--- config.mk ---
export PLATFORM = sky130hd
export DESIGN_NAME = positional_insert_deque
export DESIGN_NICKNAME = d
export VERILOG_FILES = /design/src/rtl/pid_pkg.sv /design/src/rtl/pid_cell.sv /design/src/rtl/positional_insert_deque.sv
export SDC_FILE = /design/constraint.sdc
export NUM_CORES = 2
export LEC_CHECK = 0
export BUFFER_PORTS_ARGS = -buffer_cell sky130_fd_sc_hd__buf_2
export CELL_PAD_IN_SITES_DETAIL_PLACEMENT = 2
export CELL_PAD_IN_SITES_GLOBAL_PLACEMENT = 2
export CORE_MARGIN = 2
export CORE_UTILIZATION = 30
export DETAILED_ROUTE_END_ITERATION = 8
export PLACE_DENSITY_LB_ADDON = 0.1
export SLEW_MARGIN = 25
export SYNTH_ARGS = -nofsm -noshare
export SYNTH_HDL_FRONTEND = slang
export SYNTH_SLANG_ARGS = --single-unit
--- constraint.sdc ---
create_clock -name clock -period 14.3 [get_ports clock]
set_input_delay 0.715 -clock clock [delete_from_list [all_inputs] [get_ports clock]]
set_output_delay 0.715 -clock clock [all_outputs]
set_load 0.1 [all_outputs]
--- src/rtl/pid_pkg.sv ---
`timescale 1ns / 1ps
// ----------------------------------------------------------------------------
// pid_pkg: shared types and codes for the positional insert deque
// Operation codes, status codes, cell commands and storage widths used by the
// cell chain and the top level.
// ----------------------------------------------------------------------------
package pid_pkg;

   // Storage geometry
   localparam int CAPACITY = 32;
   localparam int WORD_W   = 32;
   localparam int IDX_W    = $clog2(CAPACITY);
   localparam int CNT_W    = $clog2(CAPACITY + 1);
   localparam int REQ_IDX_W = 6;
   localparam int ENT_W    = 6;
   localparam int CMP_W    = (CNT_W > REQ_IDX_W) ? CNT_W : REQ_IDX_W;

   // Stream payload widths (whole bytes)
   localparam int REQ_DATA_W = 48;
   localparam int RSP_DATA_W = 40;

   typedef logic [WORD_W-1:0]    word_type;
   typedef logic [IDX_W-1:0]     idx_type;
   typedef logic [CNT_W-1:0]     cnt_type;
   typedef logic [CMP_W-1:0]     cmp_type;
   typedef logic [ENT_W-1:0]     ent_type;

   // Operation codes carried by each request transaction
   localparam logic [2:0] MODE_PUSH_TAIL = 3'd0;
   localparam logic [2:0] MODE_PUSH_HEAD = 3'd1;
   localparam logic [2:0] MODE_INSERT    = 3'd2;
   localparam logic [2:0] MODE_POP_HEAD  = 3'd3;
   localparam logic [2:0] MODE_POP_TAIL  = 3'd4;
   localparam logic [2:0] MODE_CLEAR     = 3'd5;
   localparam logic [2:0] MODE_DUMP      = 3'd6;

   // Status codes returned with each response
   localparam logic [1:0] STATUS_OK    = 2'd0;
   localparam logic [1:0] STATUS_EMPTY = 2'd1;
   localparam logic [1:0] STATUS_FULL  = 2'd2;
   localparam logic [1:0] STATUS_INDEX = 2'd3;

   // Commands broadcast to every cell
   localparam logic [1:0] CELL_HOLD  = 2'd0;  // keep stored word
   localparam logic [1:0] CELL_INS   = 2'd1;  // open a gap at pos, load value there
   localparam logic [1:0] CELL_SHDN  = 2'd2;  // take the word from the cell above
   localparam logic [1:0] CELL_ROT   = 2'd3;  // shift down below pos, head wraps to pos

   typedef struct packed {
      logic [1:0] op;
      idx_type    pos;
      word_type   value;
   } cell_cmd_type;

endpackage

--- src/rtl/pid_cell.sv ---
`timescale 1ns / 1ps
// ----------------------------------------------------------------------------
// pid_cell: one storage cell of the deque chain
// Holds one word and, on each command, keeps it or takes a word from its
// lower neighbor, its upper neighbor, the head cell or the request value.
// ----------------------------------------------------------------------------
module pid_cell (
   input  logic                  clock,
   input  pid_pkg::cell_cmd_type cmd,
   input  pid_pkg::idx_type      cell_pos,    // this cell's place in the chain
   input  pid_pkg::word_type     lower_word,  // word of the cell one place nearer the head
   input  pid_pkg::word_type     upper_word,  // word of the cell one place nearer the tail
   input  pid_pkg::word_type     head_word,   // word of cell zero
   output pid_pkg::word_type     word
);

   pid_pkg::word_type word_ff;
   pid_pkg::word_type word_in;

   // Pick the next word from the broadcast command and this cell's place
   always_comb begin
      word_in = word_ff;
      case (cmd.op)
         pid_pkg::CELL_INS: begin
            if (cell_pos > cmd.pos) begin
               word_in = lower_word;
            end else if (cell_pos == cmd.pos) begin
               word_in = cmd.value;
            end
         end
         pid_pkg::CELL_SHDN: begin
            word_in = upper_word;
         end
         pid_pkg::CELL_ROT: begin
            if (cell_pos < cmd.pos) begin
               word_in = upper_word;
            end else if (cell_pos == cmd.pos) begin
               word_in = head_word;
            end
         end
         default: begin
            word_in = word_ff;
         end
      endcase
   end

   // Payload register, no reset needed
   always_ff @(posedge clock) begin
      word_ff <= word_in;
   end

   assign word = word_ff;

endmodule

--- src/rtl/positional_insert_deque.sv ---
`timescale 1ns / 1ps
// ----------------------------------------------------------------------------
// positional_insert_deque: bounded ordered list of signed 32-bit words
// A chain of storage cells with push at head or tail, insert at a position,
// pop at head or tail, clear and an in-order dump.
// ----------------------------------------------------------------------------
// Usage:
//   Each request transaction carries one operation (mode), a value and an
//   insert index in req_tdata. Responses leave on the rsp_ channel with a
//   status, a word, the entry count after the operation and rsp_tlast on the
//   final response of the request.
//   For push, insert, pop, clear and no-op, any shift of the cell chain and
//   the response register load happen on acceptance. A new request is
//   taken every cycle while the response register drains, so the sustained
//   rate is one request per cycle.
//   A dump of N entries gives N responses: the chain rotates one place per
//   response and the head cell feeds the output, so the list is back in its
//   original order when the last response leaves. req_tready stays low
//   during a dump. An empty dump gives a single response.
//   If rsp_tready is low while a response is held, the response register
//   holds and no new request or dump step advances until it is taken.
//   Reset (synchronous, active high) empties the list and drops any pending
//   response; the stored words themselves are not cleared.
// ----------------------------------------------------------------------------
module positional_insert_deque (
   input  logic                               clock,
   input  logic                               reset,
   // Request: mode[2:0], value[34:3], index[40:35], zero[47:41]
   input  logic                               req_tvalid,
   output logic                               req_tready,
   input  logic [pid_pkg::REQ_DATA_W-1:0]     req_tdata,
   // Response: status[1:0], word[33:2], entries[39:34]
   output logic                               rsp_tvalid,
   input  logic                               rsp_tready,
   output logic [pid_pkg::RSP_DATA_W-1:0]     rsp_tdata,
   output logic                               rsp_tlast
);

   localparam logic ST_IDLE = 1'b0;
   localparam logic ST_DUMP = 1'b1;

   // Request fields
   logic [2:0]                       req_mode;
   pid_pkg::word_type                req_value;
   logic [pid_pkg::REQ_IDX_W-1:0]    req_index;

   assign req_mode  = req_tdata[2:0];
   assign req_value = req_tdata[34:3];
   assign req_index = req_tdata[40:35];

   // Control and response registers
   logic                  state_ff, state_in;
   pid_pkg::cnt_type      count_ff, count_in;
   pid_pkg::cnt_type      remain_ff, remain_in;
   logic                  rsp_valid_ff, rsp_valid_in;
   logic [1:0]            rsp_status_ff, rsp_status_in;
   pid_pkg::word_type     rsp_word_ff, rsp_word_in;
   logic                  rsp_last_ff, rsp_last_in;
   pid_pkg::ent_type      rsp_entries_ff, rsp_entries_in;

   logic                  out_free;
   logic                  req_fire;
   pid_pkg::idx_type      tail_pos;
   pid_pkg::word_type     tail_word;
   pid_pkg::cell_cmd_type cmd;

   pid_pkg::word_type     cell_word  [pid_pkg::CAPACITY];
   pid_pkg::word_type     lower_word [pid_pkg::CAPACITY];
   pid_pkg::word_type     upper_word [pid_pkg::CAPACITY];

   assign out_free   = !rsp_valid_ff || rsp_tready;
   assign req_tready = (state_ff == ST_IDLE) && out_free;
   assign req_fire   = req_tvalid && req_tready;
   assign tail_pos   = pid_pkg::idx_type'(count_ff - pid_pkg::cnt_type'(1));

   // Cell chain
   for (genvar i = 0; i < pid_pkg::CAPACITY; i++) begin : g_cell
      if (i == 0) begin : g_head
         assign lower_word[i] = '0;
      end else begin : g_body
         assign lower_word[i] = cell_word[i-1];
      end
      if (i == pid_pkg::CAPACITY - 1) begin : g_top
         assign upper_word[i] = '0;
      end else begin : g_below
         assign upper_word[i] = cell_word[i+1];
      end

      pid_cell u_cell (
         .clock      (clock),
         .cmd        (cmd),
         .cell_pos   (pid_pkg::idx_type'(i)),
         .lower_word (lower_word[i]),
         .upper_word (upper_word[i]),
         .head_word  (cell_word[0]),
         .word       (cell_word[i])
      );
   end

   // Select the tail word for pop tail
   always_comb begin
      tail_word = '0;
      for (int i = 0; i < pid_pkg::CAPACITY; i++) begin
         if (pid_pkg::idx_type'(i) == tail_pos) begin
            tail_word = cell_word[i];
         end
      end
   end

   // Decode the request or advance the dump
   always_comb begin
      cmd.op         = pid_pkg::CELL_HOLD;
      cmd.pos        = '0;
      cmd.value      = req_value;
      count_in       = count_ff;
      state_in       = state_ff;
      remain_in      = remain_ff;
      rsp_valid_in   = rsp_valid_ff && !rsp_tready;
      rsp_status_in  = rsp_status_ff;
      rsp_word_in    = rsp_word_ff;
      rsp_last_in    = rsp_last_ff;
      rsp_entries_in = rsp_entries_ff;

      if (req_fire) begin
         rsp_valid_in  = 1'b1;
         rsp_status_in = pid_pkg::STATUS_OK;
         rsp_word_in   = '0;
         rsp_last_in   = 1'b1;
         unique case (req_mode) inside
            pid_pkg::MODE_PUSH_TAIL, pid_pkg::MODE_PUSH_HEAD, pid_pkg::MODE_INSERT: begin
               if (count_ff >= pid_pkg::cnt_type'(pid_pkg::CAPACITY)) begin
                  rsp_status_in = pid_pkg::STATUS_FULL;
               end else if (req_mode == pid_pkg::MODE_INSERT &&
                            pid_pkg::cmp_type'(req_index) > pid_pkg::cmp_type'(count_ff)) begin
                  rsp_status_in = pid_pkg::STATUS_INDEX;
               end else begin
                  cmd.op = pid_pkg::CELL_INS;
                  if (req_mode == pid_pkg::MODE_PUSH_TAIL) begin
                     cmd.pos = pid_pkg::idx_type'(count_ff);
                  end else if (req_mode == pid_pkg::MODE_PUSH_HEAD) begin
                     cmd.pos = '0;
                  end else begin
                     cmd.pos = pid_pkg::idx_type'(req_index);
                  end
                  count_in = count_ff + pid_pkg::cnt_type'(1);
               end
            end
            pid_pkg::MODE_POP_HEAD: begin
               if (count_ff == '0) begin
                  rsp_status_in = pid_pkg::STATUS_EMPTY;
               end else begin
                  cmd.op      = pid_pkg::CELL_SHDN;
                  rsp_word_in = cell_word[0];
                  count_in    = count_ff - pid_pkg::cnt_type'(1);
               end
            end
            pid_pkg::MODE_POP_TAIL: begin
               if (count_ff == '0) begin
                  rsp_status_in = pid_pkg::STATUS_EMPTY;
               end else begin
                  rsp_word_in = tail_word;
                  count_in    = count_ff - pid_pkg::cnt_type'(1);
               end
            end
            pid_pkg::MODE_CLEAR: begin
               count_in = '0;
            end
            pid_pkg::MODE_DUMP: begin
               if (count_ff == '0) begin
                  rsp_status_in = pid_pkg::STATUS_EMPTY;
               end else begin
                  // hand the responses to the dump walk
                  rsp_valid_in = 1'b0;
                  remain_in    = count_ff;
                  state_in     = ST_DUMP;
               end
            end
            default: begin
               rsp_status_in = pid_pkg::STATUS_OK;
            end
         endcase
         rsp_entries_in = pid_pkg::ent_type'(count_in);
      end else if (state_ff == ST_DUMP && out_free) begin
         // emit the head word and rotate it behind the tail
         cmd.op         = pid_pkg::CELL_ROT;
         cmd.pos        = tail_pos;
         rsp_valid_in   = 1'b1;
         rsp_status_in  = pid_pkg::STATUS_OK;
         rsp_word_in    = cell_word[0];
         rsp_last_in    = (remain_ff == pid_pkg::cnt_type'(1));
         rsp_entries_in = pid_pkg::ent_type'(count_ff);
         remain_in      = remain_ff - pid_pkg::cnt_type'(1);
         if (remain_ff == pid_pkg::cnt_type'(1)) begin
            state_in = ST_IDLE;
         end
      end
   end

   // Control state
   always_ff @(posedge clock) begin
      if (reset) begin
         state_ff     <= ST_IDLE;
         count_ff     <= '0;
         remain_ff    <= '0;
         rsp_valid_ff <= 1'b0;
      end else begin
         state_ff     <= state_in;
         count_ff     <= count_in;
         remain_ff    <= remain_in;
         rsp_valid_ff <= rsp_valid_in;
      end
   end

   // Response payload
   always_ff @(posedge clock) begin
      rsp_status_ff  <= rsp_status_in;
      rsp_word_ff    <= rsp_word_in;
      rsp_last_ff    <= rsp_last_in;
      rsp_entries_ff <= rsp_entries_in;
   end

   assign rsp_tvalid = rsp_valid_ff;
   assign rsp_tdata  = {rsp_entries_ff, rsp_word_ff, rsp_status_ff};
   assign rsp_tlast  = rsp_last_ff;

`ifndef ASSERT_OFF
   // Count never passes capacity
   a_count_bound: assert property (@(posedge clock) disable iff (reset)
      count_ff <= pid_pkg::cnt_type'(pid_pkg::CAPACITY))
      else $error("entry count above capacity");

   // No request is taken while a dump walks the chain
   a_dump_blocks: assert property (@(posedge clock) disable iff (reset)
      state_ff == ST_DUMP |-> !req_tready)
      else $error("request taken during dump");

   // The final dump step returns to idle and marks the response last
   a_dump_end: assert property (@(posedge clock) disable iff (reset)
      (state_ff == ST_DUMP && out_free && remain_ff == pid_pkg::cnt_type'(1))
      |=> (state_ff == ST_IDLE && rsp_tvalid && rsp_tlast))
      else $error("dump did not end cleanly");

   // A dump never leaves the list count changed
   a_dump_count: assert property (@(posedge clock) disable iff (reset)
      state_ff == ST_DUMP |=> $stable(count_ff))
      else $error("count changed during dump");
`endif

endmodule

==> flow_summary.toml <==
[worst_hold_path]
worstHoldEndpoint = "remain_ff[2]$_SDFFE_PP0P_"
hp-start = "reset"
hp-class = "in2reg"
whs_path_depth = 2

[clock_tree]
clock-sinks = 1079
ctsResizeCount = 0
clkSlewWorstSetupHoldPaths_ps = 60
cts_tree = "done"
clk_latency_ps = 850
cts_setup_buffers = 0
cts.path.max_buffers = 3
cts_max_level = 4
cts_hold_buf = 0
cts-root-buf = "clkbuf_16"
numCtsBuffers = 148

[power_and_ir_drop]
p_leak_uw = 0.02771
ir_worst_vdd_mv = 0.09536
p_per_area_nw_per_um2 = 116.6

[route]
routed-wl-met2_um = 203500
drtPass1Iterations = 8
wl_per_cell_um = 42.76
vias = 74750
ant_nets = 0
finalWirelength_um = 456700
route.met3.wl_um = 39470
top_layer_used = "met5"
drcViolationCount = 0
dr.first_iter.drc_count = 9433
via_per_inst = 6.999
wl_met1_um = 184100

[timing]
hold_viol = 0
finalSetupViolations = 0
fmax_mhz = 132.3
fin_worst_hold_slack_ps = 278.1
worst_slew_pin_slew_ps = 1194
final_min_period_over_clock_period_pct = 52.86
period_needed_ps = 7559
slew_violations = 0
setup_tns_ps = 0
clock_skew_ps = 33.69
grt_setup_unrepaired = "false"
slew_headroom_pct = 20.22

[critical_path]
critPathKind = "reg2reg"
slowest_delay_ps = 690
cp_cell_sequence = "buf_4 -> inv_1 -> ha_1 -> nor2b_1 -> o21ai_1 -> nand2_1 -> nand2_2 -> buf_4 -> buf_4 -> nand2_1 -> buf_4 -> a221oi_1 -> nand4_1 -> o221ai_1 -> nor2_1"
cpMostUsedCell = "buf_4"
setup.worst_path.start_class = "flip-flop"
worstRegToRegCells = 15
rr_endpoint = "rsp_word_ff[23]$_DFFE_PP_"
startpoint = "count_ff[0]$_SDFFE_PP0P_"
required_ps = 14770
crit_arrival_ps = 8030
critPathTopFamily = "simple AND/OR/NAND/NOR gates"
r2r_start = "count_ff[0]$_SDFFE_PP0P_"
worstSetupEndpointType = "flip-flop"
cp_max_fo = 21
cpMaxStageDelayCell = "o21ai_1"
reg2reg_slack_ps = 6740
path_buf_inv = 5

[synthesis]
yosys_warnings = 0
syn-instance-count = 7724
synth_top_cell_by_area = "edfxtp_1"
yosysTopAreaCellShare_pct = 45.43
ys_ff_latch = 1079
synthesis.area_sq_um = 70330
avgSynthCellArea_sq_um = 9.105
synth_edf_count = 1064
ys_async_sr_fraction_pct = 0
ys_types = 100
ys.flop_type = "edfxtp_1"
yosysSeqAreaShare_pct = 45.86
syn-num-nets = 7790
synth.area.top_cells = "edfxtp_1, nand2_1, a21oi_1"

[global_routing]
grt_first_pass_wirelength_um = 626900
grt-ovfl-total = 0
grt_max_degree = 96
grt_usage_pct = 37.17
antenna_found_initial = 35
grt_pass1_vias = 76430

[cells_and_area]
nets = 7491
syn_to_final_growth_pct = 13.46
fill_cells = 25400
fin_area_sq_um = 79790
drive_above_1_share_pct = 11.42
instances_no_fill = 10680

[die]
die_x_um = 488.2
fp-row-count = 177
die_area_sq_um = 238300
core-area_sq_um = 232800
ioPinCount = 95
die_h_um = 488.2
start_util_pct = 30.21

[place]
portBuffers = 87
placed_cell_area_sq_um = 74990
post-dp-hpwl_um = 306200
placedCellCount = 10400
gp_congestion = 0.9630

[run]
maxCapViolations = 0

[outcome]
status = "complete, no violations"
[metal layers]
| metal | vias to the layer above | track usage (%) |
|---|---|---|
| met5 | - | 0 |
| met4 | 6 | 21.28 |
| met3 | 1244 | 7.359 |
| met2 | 4393 | 57.86 |
| met1 | 39630 | 47.96 |
| li1 | 29480 | - |
[power breakdown]
| part | internal [uW] | switching [uW] | total (uW) | leakage [uW] |
|---|---|---|---|---|
| sequential | 3750 | 171 | 3930 | 0.00998 |
| combinational | 423 | 1160 | 1590 | 0.0155 |
| clock | 2150 | 1640 | 3790 | 0.00226 |
[sequential cells by signal, indices dropped and copies added (netlist names)]
signal,flops
count_ff,6
g_cell.u_cell.word,1024
remain_ff,6
rsp_entries_ff,6
rsp_status_ff,2
rsp_tlast,1
rsp_tvalid,1
rsp_word_ff,32
state_ff,1
[synth_stat cells (121+ instances only)]
master / number
a221o_1: 316
a31oi_1: 186
o22ai_1: 213
o211ai_1: 209
nand2_1: 1143
a22oi_1: 372
clkbuf_1: 599
o21ai_0: 533
buf_2: 192
mux2i_1: 299
nor2_1: 490
a21oi_1: 716
nand3_1: 317
edfxtp_1: 1064
a221oi_1: 121
[cell usage in the layout, fill, tap and decap left out, types with 155 or more instances in the layout]
cell type / n
edfxtp_1: 1064
buf_4: 343
a22oi_1: 372
o21ai_0: 528
a21oi_1: 702
clkbuf_16: 155
nand2_1: 1127
o211ai_1: 209
a31oi_1: 180
mux2i_1: 299
a221o_1: 316
o22ai_1: 208
nand3_1: 314
nor2_1: 450
[cell families after synthesis]
kind of cell | after synthesis | share of synthesized area [%]
AO/OA/AOI/OAI | 3152 | 30.38
XOR/XNOR | 3 | 0.03737
adder cells (fa/ha/maj) | 14 | 0.2491
buffers and inverters | 956 | 5.670
flip-flops | 1079 | 45.86
multiplexers | 308 | 4.409
AND/OR/NAND/NOR | 2212 | 13.40
[layout make-up]
class                      instances  area, sq um  share of cell area (%)
antenna                           12        30.03                 0.03763
sequential                      1079        32250                   40.42
clock buffer                     197         4056                   5.084
multi-input combinational       5689        35380                   44.34
clock inverter                    65        600.6                  0.7527
tap                             3132         3919                   4.911
inverter                          65        245.2                  0.3073
timing repair buffer             442         3309                   4.148
[worst register-to-register path: cells and delay by family, from the launching register on]
kind	cells	cell delay, ps
DFF	1	310
adders and majority gates	1	480
buffers and inverters	5	1800
AOI/OAI and AO/OA	3	1760
and+or+nand+nor	6	2860
[metrics by stage]
step	utilization, %	worst slack, ps	total power [uW]
detailed placement	32.22	7492	5516
finish	34.28	6741	9300
CTS	34.22	7488	9287
global placement	32.14	7406	5468
floorplan	-	8290	4792
global route	34.27	7082	9513
[worst max-delay path by stage]
stage	end	slack, ps	cells past startpoint
2_1_floorplan	g_cell[20].u_cell.word[0]$_DFFE_PP_	8290	13
3_3_place_gp	g_cell[1].u_cell.word[6]$_DFFE_PP_	7410	16
3_5_place_dp	g_cell[30].u_cell.word[27]$_DFFE_PP_	7490	12
4_1_cts	rsp_word_ff[23]$_DFFE_PP_	7490	15
5_1_grt	rsp_word_ff[23]$_DFFE_PP_	7080	15
6_report	rsp_word_ff[23]$_DFFE_PP_	6740	15
Power figures use the tool's default switching activity.
